==> src/efd_pkg.sv <==
// Shared types and constants for the escaped file frame deframer.
package efd_pkg;

  localparam int NAME_BUFFER_SIZE_DEF = 32;
  localparam int QUEUE_DEPTH_DEF = 2;

  localparam logic [7:0] MARK_FRAME = 8'h7E;
  localparam logic [7:0] MARK_ESCAPE = 8'h7D;
  localparam logic [7:0] MARK_SEPARATOR = 8'h7C;
  localparam logic [7:0] ESCAPE_FLIP = 8'h20;
  localparam logic [2:0] SIZE_BYTES = 3'd4;

  typedef enum logic [2:0] {
    CL_FRAME  = 3'd0,
    CL_ESCAPE = 3'd1,
    CL_SEP    = 3'd2,
    CL_NAME   = 3'd3,
    CL_OTHER  = 3'd4
  } byte_class_t;

  typedef enum logic [2:0] {
    EV_NONE        = 3'd0,
    EV_RESTART     = 3'd1,
    EV_NAME_CHAR   = 3'd2,
    EV_NAME_DONE   = 3'd3,
    EV_HEADER_DONE = 3'd4,
    EV_CONTENT     = 3'd5,
    EV_EOF         = 3'd6,
    EV_ERROR       = 3'd7
  } event_t;

  typedef enum logic [1:0] {
    ERR_TOO_LONG = 2'd0,
    ERR_EMPTY    = 2'd1,
    ERR_BAD_CHAR = 2'd2,
    ERR_NO_SEP   = 2'd3
  } error_t;

  typedef struct packed {
    logic [7:0]  value;
    byte_class_t kind;
  } item_t;

endpackage

==> src/escaped_file_frame_deframer.sv <==
// Top level of the escaped file frame deframer: classifier, queue and parser.
// A byte accepted is first written into the queue, then parsed into the result register.
// Throughput: one byte per cycle while out_ready is held high; a result waiting for out_ready stalls the parser.
// The two-entry queue lets input keep flowing while a result waits for out_ready.
// Reset (rst, synchronous) empties the queue and the result register and
// returns the parser to the name phase with all counters cleared.
module escaped_file_frame_deframer import efd_pkg::*; #(
  parameter int NAME_BUFFER_SIZE = NAME_BUFFER_SIZE_DEF,
  parameter int QUEUE_DEPTH = QUEUE_DEPTH_DEF
) (
  input  logic        clk,
  input  logic        rst,
  input  logic        in_valid,
  output logic        in_ready,
  input  logic [7:0]  rx_byte,
  output logic        out_valid,
  input  logic        out_ready,
  output logic [2:0]  event_res,
  output logic [7:0]  data_byte,
  output logic [7:0]  name_length,
  output logic [31:0] file_size,
  output logic [1:0]  error_code
);

  logic  push;
  item_t push_item;
  logic  queue_full;
  logic  pop;
  logic  avail;
  item_t pop_item;

  efd_front u_front (
    .in_valid   (in_valid),
    .in_ready   (in_ready),
    .rx_byte    (rx_byte),
    .push       (push),
    .push_item  (push_item),
    .queue_full (queue_full)
  );

  efd_queue #(
    .QUEUE_DEPTH (QUEUE_DEPTH)
  ) u_queue (
    .clk       (clk),
    .rst       (rst),
    .push      (push),
    .push_item (push_item),
    .full      (queue_full),
    .pop       (pop),
    .avail     (avail),
    .pop_item  (pop_item)
  );

  efd_back #(
    .NAME_BUFFER_SIZE (NAME_BUFFER_SIZE)
  ) u_back (
    .clk         (clk),
    .rst         (rst),
    .avail       (avail),
    .pop_item    (pop_item),
    .pop         (pop),
    .out_valid   (out_valid),
    .out_ready   (out_ready),
    .event_res   (event_res),
    .data_byte   (data_byte),
    .name_length (name_length),
    .file_size   (file_size),
    .error_code  (error_code)
  );

endmodule

==> src/efd_front.sv <==
// Front end: accepts received bytes and tags each with its character class.
module efd_front import efd_pkg::*; (
  input  logic        in_valid,
  output logic        in_ready,
  input  logic [7:0]  rx_byte,
  output logic        push,
  output item_t       push_item,
  input  logic        queue_full
);

  byte_class_t kind;

  always_comb begin
    if (rx_byte == MARK_FRAME) begin
      kind = CL_FRAME;
    end else if (rx_byte == MARK_ESCAPE) begin
      kind = CL_ESCAPE;
    end else if (rx_byte == MARK_SEPARATOR) begin
      kind = CL_SEP;
    end else if (rx_byte inside {["A":"Z"], ["0":"9"], ".", ",", ":", "-", "_"}) begin
      kind = CL_NAME;
    end else begin
      kind = CL_OTHER;
    end
  end

  assign in_ready = !queue_full;
  assign push = in_valid && !queue_full;
  assign push_item = '{value: rx_byte, kind: kind};

endmodule

==> src/efd_queue.sv <==
// Short queue of classified bytes between the front end and the parser.
module efd_queue import efd_pkg::*; #(
  parameter int QUEUE_DEPTH = QUEUE_DEPTH_DEF
) (
  input  logic  clk,
  input  logic  rst,
  input  logic  push,
  input  item_t push_item,
  output logic  full,
  input  logic  pop,
  output logic  avail,
  output item_t pop_item
);

  localparam int PTR_W = (QUEUE_DEPTH > 1) ? $clog2(QUEUE_DEPTH) : 1;
  localparam int CNT_W = $clog2(QUEUE_DEPTH + 1);

  item_t             mem [QUEUE_DEPTH];
  logic [PTR_W-1:0]  wr_ptr;
  logic [PTR_W-1:0]  rd_ptr;
  logic [CNT_W-1:0]  count;

  assign full = (count == CNT_W'(QUEUE_DEPTH));
  assign avail = (count != '0);
  assign pop_item = mem[rd_ptr];

  always_ff @(posedge clk) begin
    if (push) begin
      mem[wr_ptr] <= push_item;
    end
  end

  always_ff @(posedge clk) begin
    if (rst) begin
      wr_ptr <= '0;
      rd_ptr <= '0;
      count <= '0;
    end else begin
      if (push) begin
        wr_ptr <= (wr_ptr == PTR_W'(QUEUE_DEPTH - 1)) ? '0 : wr_ptr + 1'b1;
      end
      if (pop) begin
        rd_ptr <= (rd_ptr == PTR_W'(QUEUE_DEPTH - 1)) ? '0 : rd_ptr + 1'b1;
      end
      if (push && !pop) begin
        count <= count + 1'b1;
      end else if (pop && !push) begin
        count <= count - 1'b1;
      end
    end
  end

endmodule

==> src/efd_back.sv <==
// Parser: runs the frame state machine and holds the result register.
module efd_back import efd_pkg::*; #(
  parameter int NAME_BUFFER_SIZE = NAME_BUFFER_SIZE_DEF
) (
  input  logic        clk,
  input  logic        rst,
  input  logic        avail,
  input  item_t       pop_item,
  output logic        pop,
  output logic        out_valid,
  input  logic        out_ready,
  output logic [2:0]  event_res,
  output logic [7:0]  data_byte,
  output logic [7:0]  name_length,
  output logic [31:0] file_size,
  output logic [1:0]  error_code
);

  typedef enum logic [3:0] {
    PH_NAME    = 4'b0001,
    PH_SIZE    = 4'b0010,
    PH_CONTENT = 4'b0100,
    PH_DISCARD = 4'b1000
  } phase_t;

  phase_t      phase, phase_next;
  logic [7:0]  name_count, name_count_next;
  logic [2:0]  size_count, size_count_next;
  logic [31:0] size_accum, size_accum_next;
  logic        escape_pending, escape_pending_next;

  event_t      ev;
  logic [7:0]  data_val;
  logic [7:0]  len_val;
  logic [31:0] size_val;
  error_t      err_val;
  logic [8:0]  name_inc;

  assign pop = avail && (!out_valid || out_ready);
  assign name_inc = {1'b0, name_count} + 9'd1;

  always_comb begin
    phase_next = phase;
    name_count_next = name_count;
    size_count_next = size_count;
    size_accum_next = size_accum;
    escape_pending_next = escape_pending;
    ev = EV_NONE;
    data_val = '0;
    len_val = '0;
    size_val = '0;
    err_val = ERR_TOO_LONG;
    case (phase)
      PH_NAME: begin
        case (pop_item.kind)
          CL_FRAME: begin
            name_count_next = '0;
            ev = EV_RESTART;
          end
          CL_NAME: begin
            if (name_inc >= 9'(NAME_BUFFER_SIZE)) begin
              phase_next = PH_DISCARD;
              ev = EV_ERROR;
              err_val = ERR_TOO_LONG;
            end else begin
              name_count_next = name_inc[7:0];
              ev = EV_NAME_CHAR;
              data_val = pop_item.value;
            end
          end
          CL_SEP: begin
            if (name_count == '0) begin
              phase_next = PH_DISCARD;
              ev = EV_ERROR;
              err_val = ERR_EMPTY;
            end else begin
              ev = EV_NAME_DONE;
              len_val = name_count;
              phase_next = PH_SIZE;
              size_count_next = '0;
              size_accum_next = '0;
            end
          end
          default: begin
            phase_next = PH_DISCARD;
            ev = EV_ERROR;
            err_val = ERR_BAD_CHAR;
          end
        endcase
      end
      PH_SIZE: begin
        if (size_count < SIZE_BYTES) begin
          size_accum_next = {size_accum[23:0], pop_item.value};
          size_count_next = size_count + 3'd1;
        end else if (pop_item.kind == CL_SEP) begin
          ev = EV_HEADER_DONE;
          size_val = size_accum;
          phase_next = PH_CONTENT;
          escape_pending_next = 1'b0;
        end else begin
          phase_next = PH_DISCARD;
          ev = EV_ERROR;
          err_val = ERR_NO_SEP;
        end
      end
      PH_CONTENT: begin
        if (escape_pending) begin
          escape_pending_next = 1'b0;
          ev = EV_CONTENT;
          data_val = pop_item.value ^ ESCAPE_FLIP;
        end else if (pop_item.kind == CL_ESCAPE) begin
          escape_pending_next = 1'b1;
        end else if (pop_item.kind == CL_FRAME) begin
          ev = EV_EOF;
          phase_next = PH_NAME;
          name_count_next = '0;
        end else begin
          ev = EV_CONTENT;
          data_val = pop_item.value;
        end
      end
      default: begin
        if (pop_item.kind == CL_FRAME) begin
          ev = EV_RESTART;
          phase_next = PH_NAME;
          name_count_next = '0;
        end
      end
    endcase
  end

  always_ff @(posedge clk) begin
    if (rst) begin
      phase <= PH_NAME;
      name_count <= '0;
      size_count <= '0;
      size_accum <= '0;
      escape_pending <= 1'b0;
      out_valid <= 1'b0;
    end else begin
      if (pop) begin
        phase <= phase_next;
        name_count <= name_count_next;
        size_count <= size_count_next;
        size_accum <= size_accum_next;
        escape_pending <= escape_pending_next;
        out_valid <= 1'b1;
      end else if (out_ready) begin
        out_valid <= 1'b0;
      end
    end
  end

  // Result fields need no reset; out_valid qualifies them.
  always_ff @(posedge clk) begin
    if (pop) begin
      event_res <= ev;
      data_byte <= data_val;
      name_length <= len_val;
      file_size <= size_val;
      error_code <= (ev == EV_ERROR) ? err_val : 2'd0;
    end
  end

  a_name_bound: assert property (@(posedge clk) disable iff (rst)
    32'(name_count) < NAME_BUFFER_SIZE)
    else $error("name count reached the buffer size");

  a_size_bound: assert property (@(posedge clk) disable iff (rst)
    size_count <= SIZE_BYTES)
    else $error("size byte count overran");

  a_escape_in_content: assert property (@(posedge clk) disable iff (rst)
    escape_pending |-> phase == PH_CONTENT)
    else $error("escape pending outside content");

  a_header_done: assert property (@(posedge clk) disable iff (rst)
    (pop && phase == PH_SIZE && size_count == SIZE_BYTES && pop_item.kind == CL_SEP)
    |=> (phase == PH_CONTENT && event_res == EV_HEADER_DONE))
    else $error("header completion did not enter content");

endmodule

==> config.mk <==
export PLATFORM = sky130hd
export DESIGN_NAME = escaped_file_frame_deframer
export DESIGN_NICKNAME = d
export VERILOG_FILES = /design/src/efd_pkg.sv /design/src/escaped_file_frame_deframer.sv /design/src/efd_front.sv /design/src/efd_queue.sv /design/src/efd_back.sv
export SDC_FILE = /design/constraint.sdc
export NUM_CORES = 1
export LEC_CHECK = 0
export BUFFER_PORTS_ARGS = -buffer_cell sky130_fd_sc_hd__buf_2
export CAP_MARGIN = 20
export CORE_MARGIN = 4
export CORE_UTILIZATION = 35
export CTS_CLUSTER_SIZE = 40
export DETAILED_ROUTE_END_ITERATION = 7
export PLACE_DENSITY_LB_ADDON = 0.25
export SYNTH_ARGS = -nofsm -noshare
export SYNTH_HDL_FRONTEND = slang
export SYNTH_SLANG_ARGS = --single-unit
==> constraint.sdc <==
create_clock -name clk -period 2.3 [get_ports clk]
set_clock_uncertainty 0.1 [all_clocks]
set_input_delay 0.115 -clock clk [delete_from_list [all_inputs] [get_ports clk]]
set_output_delay 0.115 -clock clk [all_outputs]
set_load 0.02 [all_outputs]
Word level (Yosys, flattened, before mapping)

Memories as Yosys holds them, arrays and structs flattened. A register that Yosys moved wholly into a read port is not among the register bits.
Cells that the tools add are included.

Flip-flop bits (word level): 106
Memory bits (writable): 22
Input port bits: 12
Memories kept: 1

Add/sub/neg operators: 6
$lt $le $gt $ge: 6
Eq/ne operators: 27
Multiplexer cells: 63
Bitwise gates (word level): 4
Reduce and logical (&&, ||, !) cells: 26

Memory list:

| memory      | depth | bits a word | read ports | clocked after Yosys merged registers in | write ports | line            | RTL |
|---|---|---|---|---|---|---|---|
| u_queue.mem | 2     | 11          | 1          | 1                                       | 1           | efd_queue.sv:18 | `item_t mem [QUEUE_DEPTH];` |

Operators with widths:

| cell                  | count |
|---|---|
| $mux W32              | 3 |
| $mux W8               | 9 |
| $pmux W32 S2          | 1 |
| $mux W3               | 12 |
| $eq A8 B6 Y1 const B  | 4 |
| $eq A8 B7 Y1 const B  | 4 |
| $pmux W8 S2           | 2 |
| $mux W4               | 7 |
| $pmux W4 S3           | 2 |
| $pmux W8 S3           | 1 |
| $pmux W3 S3           | 2 |
| $mux W1               | 14 |
| $mux W2               | 6 |
| $reduce_and A6 Y1     | 2 |
| $ne A2 B2 Y1 const B  | 5 |
| $reduce_bool A2 Y1    | 5 |
| $add A8 B1 Y9 const B | 1 |
| $ge A9 B6 Y1 const B  | 1 |
| $ge A8 B6 Y1 const B  | 1 |
| $ge A8 B7 Y1 const B  | 1 |
| $le A8 B6 Y1 const B  | 1 |
| $le A8 B7 Y1 const B  | 1 |
| $logic_not A8 Y1      | 1 |
| $pmux W2 S2           | 2 |
| 27 further kinds      | 44 |

Longest topological paths before layout

Word-level depth: 7
Gate-level depth with buffers: 8
Depth with buffers taken out: 7

Hierarchy

A second synthesis with hierarchy kept.

Cells, all modules: 501
Area, all modules: 5591.6 um2

Modules (own cells, without submodules):

| module    | times used | cells each | area each (um2) | seq. area each (um2) |
|---|---|---|---|---|
| efd_back  | 1          | 400        | 4276.6          | 2572.5 |
| efd_queue | 1          | 56         | 999.7           | 760.7 |
| efd_front | 1          | 45         | 315.3           | 0.0 |

Least setup slack after synthesis

OpenSTA, ideal clock, no wires.

Path kind: register -> register
Start point: reg u_back.out_valid
End point: reg u_back.size_count[2]
Arrival: 2.333 ns
Data required time: 2.068 ns
Slack: -0.266 ns
Stages on the path, launching flop included: 8
Path buffers: 1
Path through: dfxtp_1 > nand2b_1 > o21ai_0 > clkbuf_1 > inv_1 > nand3_1 > nand2_1 > a21oi_1

Longest elaborated chain between the ends: 4

RTL lines:

| item                               | line                              | RTL |
|---|---|---|
| from (decl)                        | efd_back.sv:10                    | `output logic out_valid,` |
| from (signal assigned)             | efd_back.sv:139                   | `out_valid <= 1'b0;` |
| from (signal assigned)             | efd_back.sv:147                   | `out_valid <= 1'b1;` |
| from (signal assigned)             | efd_back.sv:149                   | `out_valid <= 1'b0;` |
| $logic_not A1 Y1                   | efd_back.sv:39                    | `assign pop = avail && (!out_valid \|\| out_ready);` |
| $logic_or A1 B1 Y1                 | efd_back.sv:39                    |  |
| $logic_and A1 B1 Y1                | efd_back.sv:39                    |  |
| via pop                            | escaped_file_frame_deframer.sv:28 | `logic pop;` |
| $reduce_and A5 Y1 (no source line) | --                                |  |
| to (signal assigned)               | efd_back.sv:144                   | `size_count <= size_count_next;` |
| to (decl)                          | efd_back.sv:28                    | `logic [2:0] size_count, size_count_next;` |

The timed path passes the listed nets, and every way through them passes these cells.
A chain may end at the register's enable or synchronous reset.

==> results_dict.tcl <==
set metrics [dict create \
    crit_buf_inv 0 \
    synth_nets 506 \
    insertion_delay_ns 0.40 \
    multi_input_area_um2 2010 \
    synth-main-ff-cell "edfxtp_1" \
    clock_sinks 129 \
    cp_slowest_stage_delay_ns 0.59 \
    fp.dieArea_um2 17800 \
    rsz0062_at_grt "no" \
    place.gp.congestion 0.914 \
    wire_per_inst_um 14.9 \
    cp.required_ns 2.48 \
    synth_edf_count 75 \
    grt_overflow 0 \
    cpLargestDelayFamily "compound AO/OA/AOI/OAI gates" \
    post-route-period-util 0.976 \
    hold_start "in_valid" \
    grt_usage 0.138 \
    n_antenna_cell 0 \
    cts_buffer_depth 2 \
    synth-seq-area-share 0.606 \
    nNetsFinal 601 \
    totalWireLength_um 12100 \
    core_um2 15300 \
    finalSetupViolations 0 \
    drv_cap 0 \
    crit_path_start "u_queue.mem[1][2]" \
    hpwlAfterDp_um 8640 \
    netlist_instances 490 \
    layout_min_cycle_time_ns 2.25 \
    cts-root-buf "clkbuf_16" \
    fmax_ghz 0.445 \
    drc 0 \
    num_vias 4047 \
    ys_types 65 \
    end_kind "flip-flop" \
    synth_top_area_frac 0.409 \
    arrival_ns 2.43 \
    finalPower_uw 8360 \
    hold_viol 0 \
    nFillCells 1457 \
    die_h_um 133 \
    drt_iter0_drc 325 \
    syn_area_per_cell_um2 11.2 \
    max_slew_margin 0.520 \
    seqCellArea_um2 3340 \
    clk_pin_slew_ns 0.06 \
    die_w_um 133 \
    cpMaxStageDelayCell "or4b_1" \
    antenna_found_initial 0 \
    r2r_start "u_queue.mem[1][2]" \
    p_leak_uw 0.00269 \
    final_core_util 0.454 \
    drtPass1Iterations 4 \
    grt_pass1_wl_um 19900 \
    cts_tree "yes" \
    grt_max_degree 35 \
    grt_pass1_vias 4022 \
    status "complete, no violations" \
    area_growth_pct 26.4 \
    yosys.area.top_type "edfxtp_1" \
    initial_core_util 0.359 \
    worstMarginPinSlew_ns 0.714 \
    hold_class "in2reg" \
    ir_drop_v 0.000567 \
    num_rows 45 \
    cp_max_fo 4 \
    ys_seq_elements 129 \
    cts.htree.levels 4 \
    pin_count 67 \
    synth.cell_area_um2 5500 \
    start_kind "flip-flop" \
    slew_viol_final 0 \
    fin_tns_setup_ns 0 \
    power_density_nw_per_um2 1200 \
    yosys-top-cells-area "edfxtp_1 (41%), dfxtp_1 (20%), and3_1 (4.9%)" \
    cp_cell_sequence "or4b_1 -> a31o_1 -> a211oi_4 -> nand3b_1 -> a221o_1" \
    vias_per_cell 5.00 \
    drive_gt1_frac 0.264 \
    detail-route-antenna-nets 0 \
    io_buffers 66 \
    synth-async-reset-ratio 0 \
    critPathKind "reg2reg" \
    cts_buffers 17 \
    ys_warn_count 0 \
]
layout by cell type (no fill, tap or decap), types with 3 or more instances in the layout:
master / n
nand3_1: 9
clkbuf_16: 17
dfxtp_2: 3
mux2i_1: 10
and2_1: 3
ha_1: 4
or3_1: 5
buf_4: 32
clkinvlp_4: 5
nand2_1: 40
or4_1: 5
bufinv_16: 3
or4b_1: 3
dfxtp_1: 51
clkinv_2: 4
o21ai_0: 13
xor2_1: 3
nor2_1: 23
buf_2: 66
o21a_1: 3
nor3_1: 4
o31ai_1: 3
o21ai_1: 28
inv_1: 10
buf_12: 3
dlygate4sd3_1: 8
a21oi_1: 46
edfxtp_1: 75
nand2b_1: 14
nor3b_1: 4
and3_1: 43
power by group:
group	switching (uW)	leakage, uW	total, uW	internal, uW
sequential	177	0.00116	3260	3080
clock	949	0.000280	2640	1690
combinational	1610	0.00125	2460	851
final timing paths:
path                                end  slack (ns)  cells after the start
setup / recovery        u_back.phase[0]        0.05                      5
hold / removal           u_queue.wr_ptr        0.02                      4
setup reg to reg        u_back.phase[0]        0.05                      5
hold reg to reg   u_back.size_accum[13]        0.37                      2
Yosys cell counts, types with 5 or more instances:
| library cell | instances |
|---|---|
| buf_2 | 7 |
| dfxtp_1 | 54 |
| nand3_1 | 9 |
| a21oi_1 | 48 |
| and3_1 | 43 |
| or3_1 | 6 |
| or4_1 | 5 |
| o21ai_0 | 14 |
| mux2i_1 | 10 |
| clkbuf_1 | 17 |
| nor3b_1 | 5 |
| nand2b_1 | 14 |
| o21ai_1 | 28 |
| nand2_1 | 40 |
| edfxtp_1 | 75 |
| buf_6 | 6 |
| inv_1 | 11 |
| nor2_1 | 23 |
metal layers:
metal	share of wire	vias up	track usage
met2	0.50	80	0.226
met3	0.035	18	0.0351
li1	-	2008	-
met1	0.45	1941	0.173
met4	0.021	0	0.0611
met5	0	-	0
metrics by stage:
step	worst slack [ns]	instances	instance area (um2)	hold slack, ns
finish	0.0545	809	6960	0.0187
global route	0.00318	809	6960	0.0308
CTS	0.000997	808	6910	0.00793
detailed placement	0.0226	768	6240	0.255
global placement	0.0210	768	6240	0.241
floorplan	0.0530	490	5520	0.114
logic make-up (layout without fill, tap and decap cells):
group	count (synthesis)	in the layout	share of synthesized area
muxes	11	11	0.0202
and+or+nand+nor	173	173	0.178
buffers and inverters	44	152	0.0405
adders and majority gates	4	4	0.00909
xor gates and xnor gates	5	5	0.00796
DFF	129	129	0.606
AOI/OAI and AO/OA	124	124	0.139
layout make-up:
| cell class | instances | share of cell area |
|---|---|---|
| Tap cell | 211 | 0.0380 |
| Inverter | 11 | 0.00648 |
| Multi-Input combinational cell | 317 | 0.289 |
| Clock buffer | 17 | 0.0612 |
| Timing Repair Buffer | 109 | 0.102 |
| Clock inverter | 15 | 0.0237 |
| Sequential cell | 129 | 0.480 |
registers in the layout, summed over array words and instances, names as in the netlist, 4 cells and up, named ones only:
signal	flops
u_back.file_size	32
u_back.size_accum	32
u_queue.mem	22
u_back.data_byte	8
u_back.name_count	8
u_back.name_length	8
u_back.phase	4
tightest hold or removal path: cells and delay by family:
kind,cells,cell delay [ns]
and+or+nand+nor,2,0.17
buffers and inverters,1,0.11
xor gates and xnor gates,1,0.08
what timing repair did:
item	4_1_cts	5_1_grt
hold endpoints to repair	16	0
hold buffers	8	0
gates resized for setup	0	12
buffers inserted	0	1
setup endpoints to repair	0	20
Power figures use the tool's default switching activity.
